[src/hw/rtl/ier_pkg.sv]
// ----------------------------------------------------------------------------
// ier_pkg
// Shared types, constants and helpers for the ICMP echo responder.
// ----------------------------------------------------------------------------
package ier_pkg;

  localparam int MAX_HEADER_WORDS = 41;
  localparam int DATA_W           = 16;
  localparam int CNT_W            = 6;
  localparam int AW               = $clog2(MAX_HEADER_WORDS);

  typedef logic [CNT_W-1:0]  cnt_t;
  typedef logic [AW-1:0]     addr_t;
  typedef logic [DATA_W-1:0] word_t;

  localparam cnt_t MAX_N         = cnt_t'(MAX_HEADER_WORDS);
  localparam cnt_t MIN_HDR_WORDS = 6'd21;
  localparam cnt_t ETH_TYPE_WORD = 6'd6;
  localparam cnt_t IHL_WORD      = 6'd7;
  localparam cnt_t PROTO_WORD    = 6'd11;
  localparam cnt_t NEED_BASE     = 6'd11;
  localparam cnt_t TYPE_BASE     = 6'd7;

  localparam word_t          ETYPE_IPV4     = 16'h0800;
  localparam logic [7:0]     PROTO_ICMP     = 8'd1;
  localparam logic [7:0]     TYPE_ECHO_REQ  = 8'd8;
  localparam logic [7:0]     TYPE_ECHO_RPL  = 8'd0;
  localparam word_t          CSUM_ADJ       = 16'h0800;

  typedef enum logic [1:0] {
    ST_COLLECT,
    ST_BURST,
    ST_PASS
  } state_t;

  // Read stage of a header burst
  typedef struct packed {
    logic vld;
    cnt_t k;
    cnt_t t;
    logic reply;
    logic last;
    logic sb;
  } brd_t;

  // Straight-through beat
  typedef struct packed {
    logic  vld;
    word_t word;
    logic  last;
    logic  sb;
    logic  back;
  } pass_t;

  // Word position after MAC and IPv4 address swap
  function automatic addr_t ier_perm(input cnt_t k);
    cnt_t p;
    begin
      case (k)
        6'd0:    p = 6'd3;
        6'd1:    p = 6'd4;
        6'd2:    p = 6'd5;
        6'd3:    p = 6'd0;
        6'd4:    p = 6'd1;
        6'd5:    p = 6'd2;
        6'd13:   p = 6'd15;
        6'd14:   p = 6'd16;
        6'd15:   p = 6'd13;
        6'd16:   p = 6'd14;
        default: p = k;
      endcase
      return addr_t'(p);
    end
  endfunction

endpackage

[src/hw/rtl/ier_ram.sv]
// ----------------------------------------------------------------------------
// ier_ram
// Simple dual-port RAM, one write and one registered read port.
// ----------------------------------------------------------------------------
module ier_ram #(
  parameter int DEPTH = 41,
  parameter int WIDTH = 16,
  parameter int AW    = $clog2(DEPTH)
) (
  input  logic             clk,
  input  logic             we,
  input  logic [AW-1:0]    waddr,
  input  logic [WIDTH-1:0] wdata,
  input  logic             re,
  input  logic [AW-1:0]    raddr,
  output logic [WIDTH-1:0] rdata
);

  logic [WIDTH-1:0] mem [DEPTH];
  logic [WIDTH-1:0] rdata_r;

  always_ff @(posedge clk) begin
    if (we) begin
      mem[waddr] <= wdata;
    end
  end

  always_ff @(posedge clk) begin
    if (re) begin
      rdata_r <= mem[raddr];
    end
  end

  assign rdata = rdata_r;

endmodule

[src/hw/rtl/ier_ctrl.sv]
// ----------------------------------------------------------------------------
// ier_ctrl
// Header capture, verdict and burst read sequencing.
// ----------------------------------------------------------------------------
module ier_ctrl import ier_pkg::*; (
  input  logic  clk,
  input  logic  rst_n,
  input  logic  in_valid,
  output logic  in_ready,
  input  word_t in_frame_word,
  input  logic  in_end_of_frame,
  input  logic  in_single_byte,
  input  logic  adv,
  output logic  ram_we,
  output addr_t ram_waddr,
  output word_t ram_wdata,
  output logic  ram_re,
  output addr_t ram_raddr,
  output brd_t  brd,
  output pass_t pass
);

  state_t st_r, st_nxt;
  cnt_t   idx_r, k_r, last_k_r, need_r, cap_r, t_r;
  logic   eth_ok_r, proto_ok_r, type_ok_r;
  logic   reply_r, fl_last_r, fl_sb_r;
  logic   rd_vld_r, rd_reply_r, rd_last_r, rd_sb_r;
  cnt_t   rd_k_r, rd_t_r;

  logic       acc, issue, collect_acc, release_now, reply_dec, sb_eff, type_hit;
  logic       burst_done;
  cnt_t       n, need_raw, need_v, cap_v, t_v;
  logic [3:0] ihl;

  assign acc         = in_valid & in_ready;
  assign collect_acc = acc && (st_r == ST_COLLECT);
  assign sb_eff      = in_single_byte & in_end_of_frame;
  assign n           = idx_r + 6'd1;

  assign ihl      = in_frame_word[11:8];
  assign need_raw = NEED_BASE + {1'b0, ihl, 1'b0};
  assign need_v   = (need_raw < MIN_HDR_WORDS) ? MIN_HDR_WORDS : need_raw;
  assign cap_v    = (need_v > MAX_N) ? MAX_N : need_v;
  assign t_v      = TYPE_BASE + {1'b0, ihl, 1'b0};

  assign type_hit = ((idx_r == IHL_WORD) && (ihl == 4'd0)) ||
                    ((idx_r > IHL_WORD) && (idx_r == t_r));

  assign release_now = in_end_of_frame || ((idx_r > IHL_WORD) && (n == cap_r));
  assign reply_dec   = (idx_r > IHL_WORD) && (n == need_r) && (need_r <= MAX_N) &&
                       !sb_eff && eth_ok_r && proto_ok_r && type_ok_r;
  assign burst_done  = issue && (k_r == last_k_r);

  // Next state
  always_comb begin
    st_nxt = st_r;
    case (st_r)
      ST_COLLECT: begin
        if (collect_acc && release_now) begin
          st_nxt = ST_BURST;
        end
      end
      ST_BURST: begin
        if (burst_done) begin
          st_nxt = fl_last_r ? ST_COLLECT : ST_PASS;
        end
      end
      ST_PASS: begin
        if (acc && in_end_of_frame) begin
          st_nxt = ST_COLLECT;
        end
      end
      default: st_nxt = ST_COLLECT;
    endcase
  end

  // State outputs
  always_comb begin
    in_ready = 1'b0;
    issue    = 1'b0;
    case (st_r)
      ST_COLLECT: in_ready = 1'b1;
      ST_BURST:   issue    = !rd_vld_r || adv;
      ST_PASS:    in_ready = adv && !rd_vld_r;
      default: begin
        in_ready = 1'b0;
        issue    = 1'b0;
      end
    endcase
  end

  assign ram_we    = collect_acc;
  assign ram_waddr = addr_t'(idx_r);
  assign ram_wdata = in_frame_word;
  assign ram_re    = issue;
  assign ram_raddr = reply_r ? ier_perm(k_r) : addr_t'(k_r);

  always_ff @(posedge clk) begin
    if (!rst_n) begin
      st_r     <= ST_COLLECT;
      idx_r    <= '0;
      k_r      <= '0;
      reply_r  <= 1'b0;
      rd_vld_r <= 1'b0;
    end else begin
      st_r <= st_nxt;
      if (collect_acc) begin
        idx_r <= release_now ? '0 : n;
        if (release_now) begin
          reply_r <= reply_dec;
          k_r     <= '0;
        end
      end
      if (issue) begin
        k_r <= k_r + 6'd1;
      end
      if (issue) begin
        rd_vld_r <= 1'b1;
      end else if (adv) begin
        rd_vld_r <= 1'b0;
      end
    end
  end

  always_ff @(posedge clk) begin
    if (collect_acc) begin
      if (idx_r == ETH_TYPE_WORD) begin
        eth_ok_r <= (in_frame_word == ETYPE_IPV4);
      end
      if (idx_r == PROTO_WORD) begin
        proto_ok_r <= (in_frame_word[7:0] == PROTO_ICMP);
      end
      if (idx_r == IHL_WORD) begin
        need_r <= need_v;
        cap_r  <= cap_v;
        t_r    <= t_v;
      end
      if (type_hit) begin
        type_ok_r <= (in_frame_word[15:8] == TYPE_ECHO_REQ);
      end
      if (release_now) begin
        last_k_r  <= idx_r;
        fl_last_r <= in_end_of_frame;
        fl_sb_r   <= sb_eff;
      end
    end
    if (issue) begin
      rd_k_r     <= k_r;
      rd_t_r     <= t_r;
      rd_reply_r <= reply_r;
      rd_last_r  <= (k_r == last_k_r) && fl_last_r;
      rd_sb_r    <= (k_r == last_k_r) && fl_sb_r;
    end
  end

  assign brd.vld   = rd_vld_r;
  assign brd.k     = rd_k_r;
  assign brd.t     = rd_t_r;
  assign brd.reply = rd_reply_r;
  assign brd.last  = rd_last_r;
  assign brd.sb    = rd_sb_r;

  assign pass.vld  = acc && (st_r == ST_PASS);
  assign pass.word = in_frame_word;
  assign pass.last = in_end_of_frame;
  assign pass.sb   = sb_eff;
  assign pass.back = reply_r;

  a_no_take_in_burst: assert property (@(posedge clk) disable iff (!rst_n)
    (st_r == ST_BURST) |-> !in_ready)
    else $error("input taken during header burst");

  a_idx_bound: assert property (@(posedge clk) disable iff (!rst_n)
    (st_r == ST_COLLECT) |-> (idx_r < MAX_N))
    else $error("header index past store depth");

  a_reply_full: assert property (@(posedge clk) disable iff (!rst_n)
    (st_r == ST_BURST && reply_r) |-> ((last_k_r + 6'd1) == need_r))
    else $error("reply chosen on short header");

  a_burst_exit: assert property (@(posedge clk) disable iff (!rst_n)
    (st_r == ST_BURST && burst_done) |=> (st_r != ST_BURST))
    else $error("burst did not end after final read");

endmodule

[src/hw/rtl/ier_out.sv]
// ----------------------------------------------------------------------------
// ier_out
// Reply edits on header words and the output register.
// ----------------------------------------------------------------------------
module ier_out import ier_pkg::*; (
  input  logic  clk,
  input  logic  rst_n,
  input  brd_t  brd,
  input  word_t rdata,
  input  pass_t pass,
  output logic  adv,
  output logic  out_valid,
  input  logic  out_ready,
  output word_t out_word,
  output logic  out_last,
  output logic  out_single_byte,
  output logic  out_send_back
);

  logic        out_valid_r;
  word_t       out_word_r;
  logic        out_last_r, out_sb_r, out_back_r;
  word_t       edit_word;
  logic [16:0] csum_sum;

  assign adv      = !out_valid_r || out_ready;
  assign csum_sum = {1'b0, rdata} + {1'b0, CSUM_ADJ};

  always_comb begin
    edit_word = rdata;
    if (brd.reply && (brd.k == brd.t)) begin
      edit_word = {TYPE_ECHO_RPL, rdata[7:0]};
    end else if (brd.reply && (brd.k == brd.t + 6'd1)) begin
      edit_word = csum_sum[15:0] + {15'd0, csum_sum[16]};
    end
  end

  always_ff @(posedge clk) begin
    if (!rst_n) begin
      out_valid_r <= 1'b0;
    end else if (adv) begin
      out_valid_r <= brd.vld | pass.vld;
    end
  end

  always_ff @(posedge clk) begin
    if (adv) begin
      if (brd.vld) begin
        out_word_r <= edit_word;
        out_last_r <= brd.last;
        out_sb_r   <= brd.sb;
        out_back_r <= brd.reply;
      end else begin
        out_word_r <= pass.word;
        out_last_r <= pass.last;
        out_sb_r   <= pass.sb;
        out_back_r <= pass.back;
      end
    end
  end

  assign out_valid       = out_valid_r;
  assign out_word        = out_word_r;
  assign out_last        = out_last_r;
  assign out_single_byte = out_sb_r;
  assign out_send_back   = out_back_r;

  a_one_source: assert property (@(posedge clk) disable iff (!rst_n)
    !(brd.vld && pass.vld))
    else $error("burst word and pass beat collide");

  a_sb_with_last: assert property (@(posedge clk) disable iff (!rst_n)
    (out_valid_r && out_sb_r) |-> out_last_r)
    else $error("single byte flag off the final beat");

endmodule

[src/hw/rtl/icmp_echo_responder_top.sv]
// Words after the header burst reach out_* in the cycle after acceptance.
// Header words are held until max(21, 11+2*ihl) words (capped at 41) or frame end,
// then released from the header RAM through its read register and the output register;
// 1 word/cycle unless out_ready stalls; input stalls while held header words drain.
// Reset: synchronous, active low; clears control and output valid, not the header RAM.
// ----------------------------------------------------------------------------
// icmp_echo_responder_top
// Turns ICMP echo requests into echo replies on a 16-bit frame word stream.
// ----------------------------------------------------------------------------
module icmp_echo_responder_top import ier_pkg::*; (
  input  logic  clk,
  input  logic  rst_n,
  input  logic  in_valid,
  output logic  in_ready,
  input  word_t in_frame_word,
  input  logic  in_end_of_frame,
  input  logic  in_single_byte,
  output logic  out_valid,
  input  logic  out_ready,
  output word_t out_word,
  output logic  out_last,
  output logic  out_single_byte,
  output logic  out_send_back
);

  logic  adv, ram_we, ram_re;
  addr_t ram_waddr, ram_raddr;
  word_t ram_wdata, ram_rdata;
  brd_t  brd;
  pass_t pass;

  ier_ctrl u_ctrl (
    .clk             (clk),
    .rst_n           (rst_n),
    .in_valid        (in_valid),
    .in_ready        (in_ready),
    .in_frame_word   (in_frame_word),
    .in_end_of_frame (in_end_of_frame),
    .in_single_byte  (in_single_byte),
    .adv             (adv),
    .ram_we          (ram_we),
    .ram_waddr       (ram_waddr),
    .ram_wdata       (ram_wdata),
    .ram_re          (ram_re),
    .ram_raddr       (ram_raddr),
    .brd             (brd),
    .pass            (pass)
  );

  ier_ram #(
    .DEPTH (MAX_HEADER_WORDS),
    .WIDTH (DATA_W),
    .AW    (AW)
  ) u_ram (
    .clk   (clk),
    .we    (ram_we),
    .waddr (ram_waddr),
    .wdata (ram_wdata),
    .re    (ram_re),
    .raddr (ram_raddr),
    .rdata (ram_rdata)
  );

  ier_out u_out (
    .clk             (clk),
    .rst_n           (rst_n),
    .brd             (brd),
    .rdata           (ram_rdata),
    .pass            (pass),
    .adv             (adv),
    .out_valid       (out_valid),
    .out_ready       (out_ready),
    .out_word        (out_word),
    .out_last        (out_last),
    .out_single_byte (out_single_byte),
    .out_send_back   (out_send_back)
  );

endmodule
[config.mk]
export PLATFORM = sky130hd
export DESIGN_NAME = icmp_echo_responder_top
export DESIGN_NICKNAME = d
export VERILOG_FILES = /design/src/hw/rtl/ier_pkg.sv /design/src/hw/rtl/ier_ram.sv /design/src/hw/rtl/ier_ctrl.sv /design/src/hw/rtl/ier_out.sv /design/src/hw/rtl/icmp_echo_responder_top.sv
export SDC_FILE = /design/constraint.sdc
export NUM_CORES = 1
export LEC_CHECK = 0
export BUFFER_PORTS_ARGS = -buffer_cell sky130_fd_sc_hd__buf_2
export CAP_MARGIN = 20
export CORE_ASPECT_RATIO = 1.2
export CORE_UTILIZATION = 50
export DETAILED_ROUTE_END_ITERATION = 10
export PLACE_DENSITY = 0.66
export SYNTH_ARGS = -nofsm -noshare
export SYNTH_HDL_FRONTEND = slang
export SYNTH_SLANG_ARGS = --single-unit
[constraint.sdc]
create_clock -name clk -period 5.97 [get_ports clk]
set_input_delay 0.8955 -clock clk [delete_from_list [all_inputs] [get_ports clk]]
set_output_delay 0.8955 -clock clk [all_outputs]
set_load 0.05 [all_outputs]
# Word-level counts from Yosys, hierarchy flattened
# Memory sizes are Yosys's and may differ from the RTL's. A register that Yosys moved wholly into a read port is not among the register bits.
# Index checks and enable logic that the tools add are counted.
# totals
latchBits	0
input_bits	22
mem_bits_rw	656
n_memories	1
rom_bits	0
reg_bits	80
wordCells	128
output_inout_bits	21
# classes
div	0
n_mux	24
n_lt_le_gt_ge	4
eq_ne	26
n_addsub	7
bitwise_logic	3
n_reduce_logical	39
mul	0
shift	0
# mem_list
memory	depth	width	rd	rd_clocked_by_memory_dff	write_ports	line_no	rtl
u_ram.mem	41	16	1	1	1	ier_ram.sv:19	logic [WIDTH-1:0] mem [DEPTH];
# ops
op	count
$pmux 6 s10	1
$mux 16	3
$eq 6x6->1	6
$mux 6	6
$eq 6x3->1 const B	4
$eq 6x4->1 const B	4
$logic_and 1x1->1	19
$add 6x1->6 const B	3
$add 16x12->17 const B	1
$add 16x1->16	1
$eq 16x12->1 const B	1
$eq 6x2->1 const B	2
$reduce_and 2->1	6
$eq 8x1->1 const B	1
$eq 8x4->1 const B	1
$mux 1	8
$mux 2	4
$add 3x5->6 const A	1
$add 4x5->6 const A	1
$eq 6x1->1 const B	1
$eq 6x5->1 const B	1
$gt 6x3->1 const B	1
$gt 6x6->1 const B	1
$le 6x6->1 const B	1
16 further kinds	25

# Longest topological paths before layout
# logic_depth
ltp_word	9
ltp_mapped	16
ltp_nobuf	12

# Hierarchy
# A second synthesis with hierarchy kept.
# unflattened
hier_cells	1828
hier_area_um2	31346.3
# modules_own_cells
mod	n_inst	area_per_inst_um2	cells_per_inst
ier_ram	1	26406.6	1353
ier_ctrl	1	3397.0	325
ier_out	1	1542.7	150

# Least setup slack after synthesis
# Ideal clock, no wire load.
# synth_timing
path_kind	flip-flop to flip-flop
from	register u_ctrl.k_r[1]
to	register u_ram.rdata_r[11], in the netlist u_ram.rdata[11] (read register of u_ram.mem) (data pin)
setup_ps	263
setup_slack_ps	2673
arrival_time_ps	3034
required_time_ps	5707
path_stages_with_launch	12
cell_sequence	dfxtp_1 -> inv_1 -> ha_1 -> o211a_2 -> a21o_1 -> buf_6 -> o32ai_2 -> buf_6 -> mux4_2 -> a22oi_1 -> o21ai_1 -> a2111o_1
# synth_via
elab_chain_cells	3
# synth_lines
item	line_no	rtl
start: declaration	ier_ctrl.sv:24	cnt_t idx_r, k_r, last_k_r, need_r, cap_r, t_r;
start signal: assignment	ier_ctrl.sv:115	k_r <= k_r + 6'd1;
$eq 6x5->1, or another cell as far along	ier_pkg.sv:59	case (k)
$pmux 6 s10	ier_pkg.sv:59	
$mux 6 *	ier_ctrl.sv:96	assign ram_raddr = reply_r ? ier_perm(k_r) : addr_t'(k_r);
end: declaration	ier_ram.sv:20	logic [WIDTH-1:0] rdata_r;
# Mark *: on every way between the ends. The rest lies on a longest branch, timed or not.
# A chain may end at the register's enable or synchronous reset.

# Worst setup path in the final report
# layout_timing
from	register u_ctrl.k_r[0]
to	register u_ram.rdata_r[9], in the netlist u_ram.rdata[9] (read register of u_ram.mem) (data pin)
# Same word-level chain as after synthesis.

==> impl_metrics.csv <==
group,metric,value,unit
sta,period_needed,5220,ps
grt,grt_pass1_vias,18554,
yosys,synth.yosys.seq_area_share,0.725,
route,drt-total-wl,83.0,mm
critical_path,setup.worst_path.start_class,"flip-flop",
floorplanning,die_area,62500,um^2
critical_path,worstSetupEndpointType,"flip-flop",
sta,final.setup.tns,0,ps
clock_network,clk_pin_slew,60,ps
sta,tightestPinTransition,1140,ps
power_and_ir_drop,irDropWorstVdd,224,uV
flow_run,cap_viol_max_count,0,
placed_design,dp_hpwl,49.5,mm
power_and_ir_drop,p_leak,11.5,nW
clock_network,htree_levels,3,
floorplanning,die_h,274,um
yosys,ys_types,75,
route,drt_iter0_drc,2252,
clock_network,numCtsBuffers,72,
min_path,hp-class,"reg -> reg",
yosys,syn_avg_cell_area,14.3,um^2
clock_network,ctsResizeCount,0,
yosys,synth_edf_count,731,
clock_network,cts_tree,"done",
finish,final_nets,2239,
yosys,syn-num-nets,2179,
power_and_ir_drop,powerDensity,322,nW/um^2
route,post-route-drc-count,0,
critical_path,required,6280,ps
placed_design,place_congestion,0.936,
route,viasPerCell,6.24,
grt,grt-ovfl-total,0,
placed_design,post_dp_cell_area,31900,um^2
finish,fillers,4758,
yosys,async_flop_share,0,
route,avgRoutedWirePerCell,27.0,um
power_and_ir_drop,power_switching,2.37,mW
critical_path,crit_type,"reg -> reg",
sta,maxSlewHeadroom,0.238,
sta,slew_violations,0,
run_status,status,"finished clean",
finish,syn_to_final_growth,11.6,%
critical_path,crit_path_max_fanout,62,
yosys,synthesis.instances,2143,
grt,grt_pass1_wl,123,mm
yosys,yosys_warnings,0,
grt,grt_max_degree,104,
yosys,ys.flop_type,"edfxtp_1",
grt,antenna_found_initial,0,
clock_network,post_cts_buffers,0,
sta,final.period_utilization,0.874,
floorplanning,fp.coreArea,60800,um^2
yosys,synth.cell_area,30700,um^2
sta,skew,25.8,ps
floorplanning,initial_utilization,0.505,
power_and_ir_drop,combPwrFrac,0.051,
placed_design,numPortBuffers,42,
sta,rsz0062_at_grt,"no",
grt,track_usage,0.268,
yosys,synth-seq-cells,748,
finish,final_core_util,0.564,
route,via_count,19149,
power_and_ir_drop,p_int,8.68,mW
route,first_pass_iters,6,
power_and_ir_drop,swShare,0.214,
sta,max_freq,0.192,GHz
clock_network,ctsLongestPathBuffers,3,
sta,hold_viol_final,0,
clock_network,clockRootBuffer,"clkbuf_16",
clock_network,hold_buffers,0,
sta,finalSetupViolCount,0,
finish,layout-drive-gt1-share,0.128,
floorplanning,core.rowCount,99,
critical_path,arrival,5530,ps
finish,design_area,34300,um^2
floorplanning,io_pins,43,
floorplanning,die_w,228,um
route,ant_nets,0,
clock_network,clock_latency,620,ps
clock_network,cts_sinks,748,
power_and_ir_drop,power_frac_clock,0.420,
power_and_ir_drop,p_seq_frac,0.529,
[worst max-delay path, stage by stage, from the launching register on]
cell and delay (ps):
dfxtp_1 780, inv_1 250, ha_1 310, or2_2 330
o21bai_1 180, a21oi_1 280, o22ai_4 160, nand2_4 780
buf_4 390, mux2i_1 220, o211ai_1 100, a2111oi_0 890
a222oi_1 220
[Yosys cell counts (all sizes together) (4+ instances only)]
cell type / count / share of area
nor2b: 10 / 0.0020
o221ai: 14 / 0.0040
nand3: 143 / 0.023
nor3: 13 / 0.0023
a2111oi: 16 / 0.0046
clkbuf: 57 / 0.0071
a211o: 4 / 0.0011
a21boi: 8 / 0.0020
o211ai: 19 / 0.0046
dfxtp: 17 / 0.011
xnor2: 31 / 0.0088
a211oi: 5 / 0.0012
nor3b: 9 / 0.0022
buf: 74 / 0.017
mux2: 13 / 0.0049
o22ai: 11 / 0.0027
o2111ai: 28 / 0.0080
nand4: 14 / 0.0028
and3: 42 / 0.0085
nand2: 421 / 0.052
a221oi: 5 / 0.0014
a222oi: 28 / 0.0091
mux2i: 54 / 0.018
o21ai: 26 / 0.0042
a21oi: 61 / 0.0099
mux4: 31 / 0.023
a31oi: 51 / 0.010
nand2b: 4 / 0.00081
o21a: 4 / 0.00098
ha: 14 / 0.0057
xor2: 17 / 0.0048
or3b: 4 / 0.0011
edfxtp: 731 / 0.71
and2: 9 / 0.0019
inv: 26 / 0.0032
nor2: 91 / 0.011
[power groups by stage]
| stage | clock [mW] | sequential (mW) | combinational, mW |
|---|---|---|---|
| floorplan | 0 | 5.98 | 0.305 |
| global placement | 0 | 5.95 | 0.553 |
| detailed placement | 0 | 5.95 | 0.565 |
| CTS | 4.69 | 5.84 | 0.568 |
| global route | 4.88 | 5.84 | 0.606 |
| finish | 4.64 | 5.84 | 0.568 |
[through the flow]
step	instances	hold WS [ps]	total power [mW]	setup slack [ps]
after detailed placement	2936	467	6.52	846
after CTS	3066	480	11.1	830
after global placement	2936	472	6.50	900
after global routing	3067	490	11.3	366
after floorplan	2143	406	6.28	2670
final	3068	488	11.0	752
[placed cells by master (no fill, tap or decap), types with 25 or more instances in the layout]
master	netlist	final
edfxtp_1	731	731
buf_2	36	42
a222oi_1	28	28
inv_1	26	25
and3_1	42	42
mux2i_1	54	54
nand3_1	143	143
nor2_1	91	89
o2111ai_1	28	28
clkbuf_16	0	74
a21oi_1	61	59
xnor2_1	31	31
a31oi_1	51	51
buf_4	13	70
mux4_2	31	31
nand2_1	420	419
[logic make-up (layout without fill, tap and decap cells)]
group,count (synthesis),in the layout,synth area share
multiplexers,98,98,0.0452
AND/OR/NAND/NOR,782,782,0.114
buffers and inverters,157,273,0.0274
adder cells (fa/ha/maj),14,14,0.00570
other,0,1,0
AO/OA/AOI/OAI,296,296,0.0692
XOR/XNOR,48,48,0.0137
flip-flops,748,748,0.725
[layer usage]
layer	routed length (um)	GRT usage	vias up
met5	0	0	-
met1	31600	0.349	9619
li1	-	-	8288
met3	7530	0.0461	195
met2	40100	0.441	1047
met4	3640	0.124	0
[sequential cells by signal, indices dropped and copies added, names as in the netlist, 2 cells and up]
register	cells
u_ctrl.rd_k_r	6
u_ctrl.cap_r	5
u_ctrl.ram_waddr	6
u_ram.mem	656
u_ctrl.k_r	6
u_ctrl.last_k_r	6
u_ctrl.st_r	2
u_out.out_word	16
u_ctrl.rd_t_r	5
u_ram.rdata	16
u_ctrl.need_r	5
u_ctrl.t_r	5
[final timing paths]
check                                                 from                         end  slack (ps)  depth (start not counted)
worst min register to register     u_ctrl.t_r[1]$_DFFE_PP_  u_ctrl.rd_t_r[1]$_DFFE_PP_         490                          0
worst max-delay path            u_ctrl.k_r[0]$_SDFFE_PN0P_    u_ram.rdata[9]$_DFFE_PP_         750                         12
worst min-delay path               u_ctrl.t_r[1]$_DFFE_PP_  u_ctrl.rd_t_r[1]$_DFFE_PP_         490                          0
worst max register to register  u_ctrl.k_r[0]$_SDFFE_PN0P_    u_ram.rdata[9]$_DFFE_PP_         750                         12
[final cells by class]
| cell class | instances | area (um^2) | area share |
|---|---|---|---|
| clock buffers | 89 | 1910 | 0.0557 |
| well taps | 808 | 1010 | 0.0295 |
| flip-flops and latches | 748 | 22300 | 0.650 |
| diodes | 1 | 2.50 | 0.0000730 |
| repair buffers | 117 | 836 | 0.0244 |
| inverters | 26 | 97.6 | 0.00285 |
| clock inverters | 41 | 469 | 0.0137 |
| multi-input cells | 1238 | 7670 | 0.224 |
Power figures use the tool's default switching activity.
